$ cat config.mk
export PLATFORM = sky130hd
export DESIGN_NAME = rmc_sentence_field_extractor_top
export DESIGN_NICKNAME = d
export VERILOG_FILES = /design/src/rmcsfe_pkg.sv /design/src/rmcsfe_parser.sv /design/src/rmc_sentence_field_extractor_top.sv
export SDC_FILE = /design/constraint.sdc
export NUM_CORES = 1
export LEC_CHECK = 0
export BUFFER_PORTS_ARGS = -buffer_cell sky130_fd_sc_hd__buf_2
export CAP_MARGIN = 5
export CORE_UTILIZATION = 60
export DETAILED_ROUTE_END_ITERATION = 6
export PLACE_DENSITY = 0.86
export SYNTH_ARGS = -nofsm -noshare
export SYNTH_HDL_FRONTEND = slang
export SYNTH_SLANG_ARGS = --single-unit
$ cat constraint.sdc
create_clock -name clk -period 6.5 [get_ports clk]
set_input_delay 1.3 -clock clk [delete_from_list [all_inputs] [get_ports clk]]
set_output_delay 1.3 -clock clk [all_outputs]
set_load 0.01 [all_outputs]
$ cat src/rmcsfe_pkg.sv
// Shared types and constants for the RMC sentence field extractor.
// No dependencies; used by rmcsfe_parser and the top level.
`default_nettype none

package rmcsfe_pkg;

	// Field identifiers carried with every extracted character
	localparam logic [2:0] FID_TIME  = 3'd0;
	localparam logic [2:0] FID_LAT   = 3'd1;
	localparam logic [2:0] FID_LON   = 3'd2;
	localparam logic [2:0] FID_SPEED = 3'd3;
	localparam logic [2:0] FID_DATE  = 3'd4;

	// ASCII codes
	localparam logic [7:0] CH_DOLLAR = 8'h24;
	localparam logic [7:0] CH_G      = 8'h47;
	localparam logic [7:0] CH_N      = 8'h4E;
	localparam logic [7:0] CH_R      = 8'h52;
	localparam logic [7:0] CH_COMMA  = 8'h2C;

	// "$GN" as the last three bytes before the 'R'
	localparam logic [23:0] HDR_PREFIX = {CH_DOLLAR, CH_G, CH_N};

	// Byte offsets from the '$'
	localparam logic [6:0] OFF_HDR_END   = 7'd3;
	localparam logic [6:0] OFF_TIME      = 7'd7;
	localparam logic [6:0] OFF_TIME_END  = 7'd15;
	localparam logic [6:0] OFF_LAT       = 7'd19;
	localparam logic [6:0] OFF_LAT_END   = 7'd28;
	localparam logic [6:0] OFF_LON       = 7'd32;
	localparam logic [6:0] OFF_LON_END   = 7'd42;
	localparam logic [6:0] OFF_SPEED_GO  = 7'd45;

	localparam logic [2:0] DATE_LAST = 3'd5;

	typedef struct packed {
		logic [2:0] field_id;
		logic [3:0] char_index;
		logic [7:0] char_value;
		logic       speed_truncated;
		logic       frame_done;
	} rmc_result_t;

endpackage

`default_nettype wire

$ cat src/rmcsfe_parser.sv
// Sentence parser: header hunt, offset counting and field character selection.
// Depends on rmcsfe_pkg.
`default_nettype none

module rmcsfe_parser #(
	parameter int SPEED_CHARS = 7
) (
	input  wire logic                      clk,
	input  wire logic                      arst_n,
	input  wire logic                      accept,
	input  wire logic [7:0]                rx_byte,
	input  wire logic                      restart,
	output logic                           res_valid,
	output rmcsfe_pkg::rmc_result_t        res
);

	localparam int SLW = $clog2(SPEED_CHARS + 1);

	typedef enum logic [2:0] {
		PH_HUNT  = 3'd0,
		PH_FIXED = 3'd1,
		PH_SPEED = 3'd2,
		PH_SKIP  = 3'd3,
		PH_DATE  = 3'd4
	} phase_t;

	logic [23:0]    hist_q, hist_c, hist_d;
	phase_t         phase_q, phase_c, phase_d;
	logic [5:0]     off_q, off_c, off_d;
	logic [SLW-1:0] slen_q, slen_c, slen_d;
	logic [2:0]     dlen_q, dlen_c, dlen_d;
	logic           ovf_q, ovf_c, ovf_d;
	logic [6:0]     off_n;

	always_comb begin
		// restart applies the reset state before this byte is handled
		hist_c  = restart ? '0 : hist_q;
		phase_c = restart ? PH_HUNT : phase_q;
		off_c   = restart ? '0 : off_q;
		slen_c  = restart ? '0 : slen_q;
		dlen_c  = restart ? '0 : dlen_q;
		ovf_c   = restart ? 1'b0 : ovf_q;

		hist_d  = hist_c;
		phase_d = phase_c;
		off_d   = off_c;
		slen_d  = slen_c;
		dlen_d  = dlen_c;
		ovf_d   = ovf_c;
		off_n   = {1'b0, off_c} + 7'd1;

		res_valid           = 1'b0;
		res.field_id        = rmcsfe_pkg::FID_TIME;
		res.char_index      = '0;
		res.char_value      = rx_byte;
		res.speed_truncated = ovf_c;
		res.frame_done      = 1'b0;

		unique case (phase_c)
			PH_FIXED: begin
				off_d = off_n[5:0];
				if (off_n >= rmcsfe_pkg::OFF_SPEED_GO)
					phase_d = PH_SPEED;
				if (off_n >= rmcsfe_pkg::OFF_TIME && off_n <= rmcsfe_pkg::OFF_TIME_END) begin
					res_valid      = 1'b1;
					res.field_id   = rmcsfe_pkg::FID_TIME;
					res.char_index = 4'(off_n - rmcsfe_pkg::OFF_TIME);
				end else if (off_n >= rmcsfe_pkg::OFF_LAT &&
				             off_n <= rmcsfe_pkg::OFF_LAT_END) begin
					res_valid      = 1'b1;
					res.field_id   = rmcsfe_pkg::FID_LAT;
					res.char_index = 4'(off_n - rmcsfe_pkg::OFF_LAT);
				end else if (off_n >= rmcsfe_pkg::OFF_LON &&
				             off_n <= rmcsfe_pkg::OFF_LON_END) begin
					res_valid      = 1'b1;
					res.field_id   = rmcsfe_pkg::FID_LON;
					res.char_index = 4'(off_n - rmcsfe_pkg::OFF_LON);
				end
			end
			PH_SPEED: begin
				if (rx_byte == rmcsfe_pkg::CH_COMMA) begin
					phase_d = PH_SKIP;
				end else if (32'(slen_c) < SPEED_CHARS) begin
					res_valid      = 1'b1;
					res.field_id   = rmcsfe_pkg::FID_SPEED;
					res.char_index = 4'(slen_c);
					slen_d         = slen_c + 1'b1;
				end else begin
					ovf_d = 1'b1;
				end
			end
			PH_SKIP: begin
				if (rx_byte == rmcsfe_pkg::CH_COMMA) begin
					phase_d = PH_DATE;
					dlen_d  = '0;
				end
			end
			PH_DATE: begin
				res_valid      = 1'b1;
				res.field_id   = rmcsfe_pkg::FID_DATE;
				if (dlen_c >= rmcsfe_pkg::DATE_LAST) begin
					res.char_index = 4'(rmcsfe_pkg::DATE_LAST);
					res.frame_done = 1'b1;
					phase_d        = PH_HUNT;
					dlen_d         = '0;
					hist_d         = '0;
				end else begin
					res.char_index = {1'b0, dlen_c};
					dlen_d         = dlen_c + 3'd1;
				end
			end
			default: begin
				// hunting; stray phase codes land here too
				if (hist_c == rmcsfe_pkg::HDR_PREFIX && rx_byte == rmcsfe_pkg::CH_R) begin
					hist_d  = '0;
					phase_d = PH_FIXED;
					off_d   = rmcsfe_pkg::OFF_HDR_END[5:0];
					slen_d  = '0;
					dlen_d  = '0;
					ovf_d   = 1'b0;
				end else begin
					phase_d = PH_HUNT;
					hist_d  = {hist_c[15:0], rx_byte};
				end
			end
		endcase
	end

	always_ff @(posedge clk or negedge arst_n) begin
		if (!arst_n) begin
			hist_q  <= '0;
			phase_q <= PH_HUNT;
			off_q   <= '0;
			slen_q  <= '0;
			dlen_q  <= '0;
			ovf_q   <= 1'b0;
		end else if (accept) begin
			hist_q  <= hist_d;
			phase_q <= phase_d;
			off_q   <= off_d;
			slen_q  <= slen_d;
			dlen_q  <= dlen_d;
			ovf_q   <= ovf_d;
		end
	end

endmodule

`default_nettype wire

$ cat src/rmc_sentence_field_extractor_top.sv
// A result reaches the master side through the result register, or through the skid and then the result register.
// Throughput: one byte per cycle while the skid is empty; the parser state updates in a single pass.
// A two-entry output stage (result register plus skid) lets bytes keep flowing
// while one result waits; s_tready drops only once a second result sits in the skid.
// Reset (arst_n low, asynchronous): parser hunts for "$GNR", output stage empty.
`default_nettype none

module rmc_sentence_field_extractor_top #(
	parameter int SPEED_CHARS = 7
) (
	input  wire logic        clk,
	input  wire logic        arst_n,

	// slave side: received bytes
	input  wire logic        s_tvalid,
	output logic             s_tready,
	input  wire logic [7:0]  s_tdata,   // [7:0] rx_byte
	input  wire logic        s_tuser,   // [0] restart

	// master side: extracted characters
	output logic             m_tvalid,
	input  wire logic        m_tready,
	output logic [15:0]      m_tdata,   // [2:0] field_id, [6:3] char_index,
	                                    // [14:7] char_value, [15] zero
	output logic             m_tuser,   // [0] speed_truncated
	output logic             m_tlast    // frame_done
);

	logic                    in_fire;
	logic                    out_fire;
	logic                    res_valid;
	rmcsfe_pkg::rmc_result_t res;

	logic                    out_valid_q;
	rmcsfe_pkg::rmc_result_t out_q;
	logic                    skid_valid_q;
	rmcsfe_pkg::rmc_result_t skid_q;

	// A new request is taken whenever the skid slot is free.
	assign s_tready = !skid_valid_q;
	assign in_fire  = s_tvalid && s_tready;
	assign out_fire = out_valid_q && m_tready;

	rmcsfe_parser #(
		.SPEED_CHARS(SPEED_CHARS)
	) u_parser (
		.clk       (clk),
		.arst_n    (arst_n),
		.accept    (in_fire),
		.rx_byte   (s_tdata),
		.restart   (s_tuser),
		.res_valid (res_valid),
		.res       (res)
	);

	// Output stage. The skid only fills when the result register is held and a
	// new result arrives; it drains first, ahead of anything new.
	always_ff @(posedge clk or negedge arst_n) begin
		if (!arst_n) begin
			out_valid_q  <= 1'b0;
			skid_valid_q <= 1'b0;
		end else if (skid_valid_q) begin
			if (out_fire) begin
				out_valid_q  <= 1'b1;
				skid_valid_q <= 1'b0;
			end
		end else if (!out_valid_q || out_fire) begin
			out_valid_q <= in_fire && res_valid;
		end else if (in_fire && res_valid) begin
			skid_valid_q <= 1'b1;
		end
	end

	always_ff @(posedge clk) begin
		if (skid_valid_q) begin
			if (out_fire)
				out_q <= skid_q;
		end else if (!out_valid_q || out_fire) begin
			out_q <= res;
		end else begin
			skid_q <= res;
		end
	end

	assign m_tvalid = out_valid_q;
	assign m_tdata  = {1'b0, out_q.char_value, out_q.char_index, out_q.field_id};
	assign m_tuser  = out_q.speed_truncated;
	assign m_tlast  = out_q.frame_done;

	// Skid holds data only behind a full result register.
	a_skid_behind_out: assert property (@(posedge clk) disable iff (!arst_n)
		skid_valid_q |-> out_valid_q)
		else $error("skid full while result register empty");

	// End of frame is always the sixth date character.
	a_done_is_last_date: assert property (@(posedge clk) disable iff (!arst_n)
		(m_tvalid && m_tlast) |->
		(out_q.field_id == rmcsfe_pkg::FID_DATE &&
		 out_q.char_index == 4'(rmcsfe_pkg::DATE_LAST)))
		else $error("frame_done on a non-final character");

	// Speed characters never index past the configured capacity.
	a_speed_in_range: assert property (@(posedge clk) disable iff (!arst_n)
		(m_tvalid && out_q.field_id == rmcsfe_pkg::FID_SPEED) |->
		(32'(out_q.char_index) < SPEED_CHARS))
		else $error("speed character index beyond capacity");

	// A byte that yields a result is never dropped: the skid is free when it comes.
	a_no_drop: assert property (@(posedge clk) disable iff (!arst_n)
		(in_fire && res_valid && out_valid_q && !out_fire) |=> skid_valid_q)
		else $error("result lost in output stage");

endmodule

`default_nettype wire
==> flow_summary.json, run 1 <==
{
  "ys_seq_elements": 76,
  "hold_class": "flop to flop",
  "cell_internal_pwr_w": 0.000678,
  "coreArea_mm2": 0.00642,
  "grt_setup_unrepaired": "no",
  "io_pins": 33,
  "period_share_pct": 65.5,
  "cp.required_ns": 6.61,
  "wire_per_inst_um": 19.4,
  "rows": 29,
  "hold_ws_ns": 0.499,
  "hold_path.startpoint": "u_parser.slen_q[0]$_DFFE_PN0P_",
  "start_util_pct": 62.7,
  "gp_congestion": 0.925,
  "finClkSkew_ns": 0.0132,
  "failed_checks": "DRC",
  "ys.flop_type": "dfrtp_1",
  "clockPowerShare_pct": 36.8,
  "remaining_drc_errors": 3,
  "drive_above_1_share_pct": 19.4,
  "reg2reg_depth": 9,
  "critPathArrivalTime_ns": 4.37,
  "clk_latency_ns": 0.36,
  "maxSlewViolCount": 0,
  "synth_warnings": 0,
  "first_pass_iters": 7,
  "synth_fp_nets": 386,
  "htree_levels": 3,
  "leakage_nw": 1.88,
  "routed_wl_um": 9190,
  "port-buffer-count": 31,
  "die_w_um": 83.9,
  "num-nets-final": 413,
  "cts_tree": "built",
  "gr-total-overflow": 0,
  "drv_cap": 0,
  "syn2layout_area_growth_pct": 9.35,
  "power_switching_w": 0.000230,
  "finalHoldViolations": 0,
  "via_per_inst": 6.64,
  "root_buffer": "clkbuf_8",
  "cp-end-kind": "flop",
  "ys_seq_area_share_pct": 51.5,
  "cts_hold_buf": 0,
  "die_h_um": 83.9,
  "grt_use_total_pct": 28.2,
  "grt_pass1_wl_um": 15300,
  "critical_path.max_stage_delay_ns": 0.48,
  "setup_viol_count_final": 0,
  "start_kind": "input pin",
  "p_seq_share_pct": 57.7,
  "post-dp-hpwl_um": 6390,
  "final_core_util_pct": 68.6,
  "syn_area_mm2": 0.00403,
  "synthCells": 365,
  "vias": 3145,
  "dieArea_mm2": 0.00704,
  "ant_nets": 0,
  "ys_async_sr_fraction_pct": 55.3,
  "antenna_found_initial": 0,
  "path_max_fanout": 35,
  "grt_pass1_vias": 2897,
  "post-cts-setup-buffers": 0,
  "avgSynthCellArea_um2": 11.0,
  "holdPathEnd": "u_parser.slen_q[0]$_DFFE_PN0P_",
  "ys_types": 72,
  "power_density_mw_per_mm2": 206,
  "clockBufferDepth": 2,
  "worst_path_max_delay_cell": "buf_2",
  "cts_inserted_buffers": 9,
  "max-vdd-ir-drop_v": 0.000170,
  "power_frac_comb_pct": 5.5,
  "timing.fmax_ghz": 0.235,
  "cts_sinks": 76,
  "reg2reg_from": "u_parser.off_q[0]$_DFFE_PN0P_",
  "status": "finished with violations",
  "critical_path.cell_chain": "buf_2, inv_2, nand2_1, inv_1, ha_1, or3b_4, and2_4, nor4_2, o32ai_2, a311o_1, mux2_4",
  "antennaDiodeCount": 0,
  "switching_share_pct": 25.3,
  "cts_resized": 0,
  "holdPathStages": 2,
  "grt_max_degree": 43,
  "synth_enable_flop_cells": 34,
  "r2r_end": "m_tdata[4]$_DFFE_PP_",
  "fill_cells": 465,
  "worst-setup-path-type": "input pin to flop",
  "worstMarginPinSlew_ns": 0.929,
  "finalCriticalPeriod_ns": 4.26,
  "final.setup.tns_ns": 0,
  "slew_headroom_pct": 38.1,
  "first_iter_violations": 308,
  "cts.clk_slew.worst_paths_ns": 0.09,
  "ff2ff_setup_slack_ns": 3.29
}
==> power groups by stage <==
stage           logic, W  registers, W  clock network [W]
3_5_place_dp   0.0000498      0.000534                  0
4_1_cts        0.0000500      0.000524           0.000337
2_1_floorplan  0.0000276      0.000532                  0
5_1_grt        0.0000553      0.000526           0.000356
6_report       0.0000500      0.000524           0.000334
3_3_place_gp   0.0000480      0.000534                  0
==> sequential cells by signal (all words and copies together) (netlist names) <==
signal	flops
u_parser.phase_q	3
u_parser.slen_q	3
u_parser.off_q	6
m_tdata	15
m_tvalid	1
m_tlast	1
u_parser.dlen_q	3
skid_q	17
u_parser.hist_q	24
u_parser.ovf_q	1
skid_valid_q	1
m_tuser	1
==> worst max-delay path by stage <==
stage            start              endpoint
6_report       s_tuser  m_tdata[4]$_DFFE_PP_
5_1_grt        s_tuser  m_tdata[4]$_DFFE_PP_
4_1_cts        s_tuser  m_tdata[4]$_DFFE_PP_
3_5_place_dp   s_tuser  m_tdata[4]$_DFFE_PP_
3_3_place_gp   s_tuser  m_tdata[4]$_DFFE_PP_
2_1_floorplan  s_tuser  m_tdata[4]$_DFFE_PP_
==> layout make-up <==
cell class	instances	area (µm²)	share of cell area, %
clock inverter	7	57.6	1.31
timing repair buffer	34	178	4.04
multi-input combinational	261	1840	41.7
clock buffer	9	124	2.81
inverter	10	37.5	0.853
tap	77	96.3	2.19
sequential	76	2070	47.1
==> cells in the final DEF, fill, tap and decap left out, types with 2 or more instances in the layout <==
master and instances:
dfrtp_1 42, edfxtp_1 34, a22o_1 32, buf_2 31, nand2_1 28, nor2_1 25
mux2_2 14, o21ai_0 14, nor2b_1 12, a21oi_1 11, inv_1 9, o21ai_1 9
clkbuf_8 9, nand3_1 8, ha_1 8, nand2b_1 6, a31oi_1 6, nor3_1 6
nand4_1 4, a211oi_1 4, o31ai_1 4, nor4_1 4, mux2i_1 3, and4b_1 3
and3_1 3, and2_1 3, xnor2_1 3, o2bb2ai_1 3, inv_6 3, buf_4 3
or2_2 2, nor4_2 2, o2111ai_1 2, nor3b_1 2, nor4b_1 2, nor4bb_1 2
or4_1 2, clkinvlp_4 2
==> worst max-delay path, delay by kind of cell <==
family          cells  cell delay, ns
compound gates      2            0.59
fa+ha+maj           1            0.33
buf+inv             3            0.75
mux                 1            0.26
simple gates        4            1.13
==> synthesized netlist by cell type, types with 3 or more instances <==
cell type / instances / area, µm²
a211oi_1: 4 / 30.0
a21oi_1: 11 / 55.1
a22o_1: 32 / 280
a31oi_1: 6 / 37.5
and2_1: 3 / 18.8
and3_1: 3 / 18.8
and4b_1: 3 / 30.0
buf_1: 3 / 11.3
buf_2: 6 / 30.0
clkbuf_1: 8 / 30.0
dfrtp_1: 42 / 1050
edfxtp_1: 34 / 1020
ha_1: 8 / 100
inv_1: 9 / 33.8
mux2_2: 14 / 158
mux2i_1: 3 / 30.0
nand2_1: 28 / 105
nand2b_1: 6 / 37.5
nand3_1: 8 / 40.0
nand4_1: 4 / 25.0
nor2_1: 25 / 93.8
nor2b_1: 12 / 75.1
nor3_1: 6 / 30.0
nor4_1: 4 / 25.0
o21ai_0: 15 / 75.1
o21ai_1: 8 / 40.0
o2bb2ai_1: 3 / 26.3
o31ai_1: 4 / 30.0
xnor2_1: 3 / 26.3
==> routing by layer <==
metal	vias to the layer above	part of all wire (%)	global-route usage, %	wire length (µm)
li1	1451	-	-	-
met1	1504	44	42.1	4080
met2	177	46	41.4	4200
met3	13	8.8	5.44	810
met4	0	1.2	9.87	112
met5	-	0	0	0
==> per-stage QoR <==
stage               total power [W]  worst slack [ns]  cells  instance area, µm²
floorplan                  0.000560              2.54    365                4030
CTS                        0.000911              2.29    474                4400
global route               0.000937              2.03    474                4400
global placement           0.000582              1.98    458                4220
finish                     0.000908              2.24    474                4400
detailed placement         0.000584              1.90    458                4220
==> logic make-up (layout without fill, tap and decap cells) <==
kind of cell | Yosys count | in the layout | share of synthesized area [%]
compound gates | 105 | 105 | 19.6
xor+xnor | 4 | 4 | 0.870
fa+ha+maj | 8 | 8 | 2.49
buf+inv | 28 | 60 | 2.89
flops | 76 | 76 | 51.5
mux | 19 | 19 | 5.31
other cells | 1 | 1 | 0.0931
simple gates | 124 | 124 | 17.3
Power figures use the tool's default switching activity.
==> inputs of run 2 (changes only) <==
--- a/config.mk
+++ b/config.mk
@@ -5,11 +5,12 @@
 export SDC_FILE = /design/constraint.sdc
 export NUM_CORES = 1
 export LEC_CHECK = 0
+export ABC_AREA = 1
 export BUFFER_PORTS_ARGS = -buffer_cell sky130_fd_sc_hd__buf_2
 export CAP_MARGIN = 5
-export CORE_UTILIZATION = 60
+export CORE_UTILIZATION = 55
 export DETAILED_ROUTE_END_ITERATION = 6
-export PLACE_DENSITY = 0.86
+export PLACE_DENSITY = 0.83
 export SYNTH_ARGS = -nofsm -noshare
 export SYNTH_HDL_FRONTEND = slang
 export SYNTH_SLANG_ARGS = --single-unit
==> constraint.sdc (replaced) <==
create_clock -name clk -period 3.6 [get_ports clk]
set_input_delay 0.72 -clock clk [delete_from_list [all_inputs] [get_ports clk]]
set_output_delay 0.72 -clock clk [all_outputs]
set_load 0.01 [all_outputs]
==> run 2 against run 1 <==
Effect of this change:
- the run now ends clean
- core utilization shrank 6.2 points
- combinational power grew to 6.8 times the previous value
- global-route usage shrank 3.0 points
- final cell count grew 43%
- sequential power grew 93%
- routed wire length grew 6.0%
- cell area grew 8.9%
- via count grew 24%
- sequential share of layout area shrank 3.9 points
- highest routed layer unchanged
- clock skew is essentially flat
- synthesized cell count grew 49%
==> flow_summary.json, run 2 <==
{
  "synthCells": 544,
  "place_inst": 661,
  "first_pass_iters": 6,
  "cell_internal_pwr_w": 0.00149,
  "htree_levels": 3,
  "die_h_um": 91.1,
  "maxSlewViolCount": 0,
  "port-buffer-count": 31,
  "grt_pass1_wl_um": 16800,
  "io_pins": 33,
  "instances_no_fill": 677,
  "cts_resized": 0,
  "fill_cells": 653,
  "clk_latency_ns": 0.36,
  "finish.instance_area_mm2": 0.00480,
  "finClkSkew_ns": 0.0133,
  "synth.most_common_cell": "nand2_1",
  "clockBufferDepth": 2,
  "synth_common_cells": "nand2_1 (134), inv_1 (67), nor2_1 (47)",
  "hold_class": "input pin to async pin",
  "gr-total-overflow": 0,
  "layout_commonest_cell": "nand2_1",
  "finalHoldViolations": 0,
  "wire_per_inst_um": 14.4,
  "gp_congestion": 0.878,
  "vias": 3890,
  "setup_viol_count_final": 0,
  "ys_async_sr_fraction_pct": 55.3,
  "path_max_fanout": 32,
  "cts_sinks": 76,
  "ant_nets": 0,
  "power.total_w": 0.00210,
  "period_share_pct": 74.9,
  "syn2layout_area_growth_pct": 9.89,
  "ys_seq_elements": 76,
  "post-dp-hpwl_um": 6800,
  "cts_hold_buf": 0,
  "final.setup.tns_ns": 0,
  "grt_setup_unrepaired": "no",
  "start_kind": "flop",
  "largest-register": "u_parser.hist_q",
  "first_iter_violations": 369,
  "leakage_nw": 2.28,
  "routed_wl_um": 9750,
  "coreArea_mm2": 0.00769,
  "ys_types": 41,
  "synth_top_area_share_pct": 24.1,
  "ff2ff_setup_slack_ns": 0.90,
  "drv_cap": 0,
  "cp.required_ns": 3.81,
  "synthTopCellsByArea": "dfrtp_1 (24%), edfxtp_1 (23%), nand2_1 (12%)",
  "antenna_found_initial": 0,
  "worstMarginPinSlew_ns": 0.951,
  "antennaDiodeCount": 0,
  "num-nets-final": 591,
  "max-vdd-ir-drop_v": 0.000175,
  "post-cts-setup-buffers": 0,
  "syn_area_mm2": 0.00436,
  "power_density_mw_per_mm2": 438,
  "rows": 32,
  "clockPowerShare_pct": 35.6,
  "remaining_drc_errors": 0,
  "cp-end-kind": "flop",
  "avgSynthCellArea_um2": 8.02,
  "reg2reg_depth": 8,
  "synth_enable_flop_cells": 34,
  "synth_warnings": 0,
  "start_util_pct": 56.8,
  "cts_inserted_buffers": 9,
  "die_w_um": 91.1,
  "power_frac_comb_pct": 16.2,
  "via_per_inst": 5.75,
  "grt_use_total_pct": 25.2,
  "dieArea_mm2": 0.00829,
  "synth_area_leader_cell": "dfrtp_1",
  "ys_seq_area_share_pct": 47.5,
  "grt_max_degree": 43,
  "critPathArrivalTime_ns": 2.91,
  "worst-setup-path-type": "flop to flop",
  "cts.clk_slew.worst_paths_ns": 0.09,
  "slew_headroom_pct": 36.6,
  "ys.flop_type": "dfrtp_1",
  "grt_pass1_vias": 3693,
  "layout_common_cells": "nand2_1 (134), inv_1 (67), nor2_1 (47)",
  "cts_tree": "built",
  "drive_above_1_share_pct": 14.3,
  "place_area_mm2": 0.00457,
  "synth_fp_nets": 565,
  "root_buffer": "clkbuf_8",
  "status": "complete, no violations",
  "switching_share_pct": 29.1,
  "finalCriticalPeriod_ns": 2.70,
  "timing.fmax_ghz": 0.371,
  "power_switching_w": 0.000612,
  "largest_reg_flops": 24,
  "p_seq_share_pct": 48.2
}
==> run 2: cells by family after synthesis <==
| logic type | share of synthesized area (%) |
|---|---|
| adder cells (fa/ha/maj) | 2.29 |
| AND/OR/NAND/NOR | 26.3 |
| flip-flops | 47.5 |
| XOR/XNOR | 0.401 |
| other | 0.0859 |
| AO/OA/AOI/OAI | 14.2 |
| buffers and inverters | 9.23 |
==> run 2: final cells by class <==
type,count,area (µm²),share of cell area (%)
clock buffers,9,124,2.58
clock inverters,7,105,2.19
inverters,73,285,5.95
multi-input cells,374,1890,39.4
flip-flops and latches,76,2070,43.2
well taps,102,128,2.66
repair buffers,36,193,4.02
==> run 2: critical path: stages, from the launching register on <==
cell	delay, ns
dfrtp_1	0.82
inv_1	0.41
nand2_1	0.16
buf_4	0.35
inv_1	0.23
nand2_1	0.18
inv_1	0.14
nand3_1	0.11
o21ai_0	0.13
==> run 2: path summary, 6_finish.rpt <==
path	to	start
max	u_parser.phase_q[1]$_DFFE_PN0P_	skid_valid_q$_DFF_PN0_
min	u_parser.hist_q[1]$_DFFE_PN0P_	arst_n
max reg2reg	u_parser.phase_q[1]$_DFFE_PN0P_	skid_valid_q$_DFF_PN0_
min reg2reg	u_parser.dlen_q[0]$_DFFE_PN0P_	u_parser.dlen_q[0]$_DFFE_PN0P_
max in group asynchronous	u_parser.slen_q[2]$_DFFE_PN0P_	arst_n
min in group clk	u_parser.dlen_q[0]$_DFFE_PN0P_	u_parser.dlen_q[0]$_DFFE_PN0P_
==> run 2: power by group through the flow <==
| stage | logic (W) | registers [W] | clock network (W) |
|---|---|---|---|
| CTS | 0.000336 | 0.00101 | 0.000756 |
| global route | 0.000384 | 0.00102 | 0.000785 |
| detailed placement | 0.000333 | 0.00103 | 0 |
| floorplan | 0.000234 | 0.00103 | 0 |
| global placement | 0.000322 | 0.00103 | 0 |
| finish | 0.000339 | 0.00101 | 0.000748 |
==> run 2: through the flow <==
stage,hold WS [ns],setup slack (ns),util (%)
after detailed placement,0.467,0.625,59.4
after floorplan,0.424,0.830,-
after global placement,0.455,0.717,59.4
final,0.488,0.902,62.4
after global routing,0.512,0.607,62.4
after CTS,0.487,0.928,62.4
==> run 2: layer usage <==
| metal | wire (µm) | vias to the layer above | global-route usage, % |
|---|---|---|---|
| met5 | 0 | - | 0 |
| met4 | 216 | 0 | 11.8 |
| met3 | 469 | 24 | 3.27 |
| met2 | 4760 | 160 | 41.5 |
| met1 | 4300 | 1826 | 33.1 |
| li1 | - | 1880 | - |
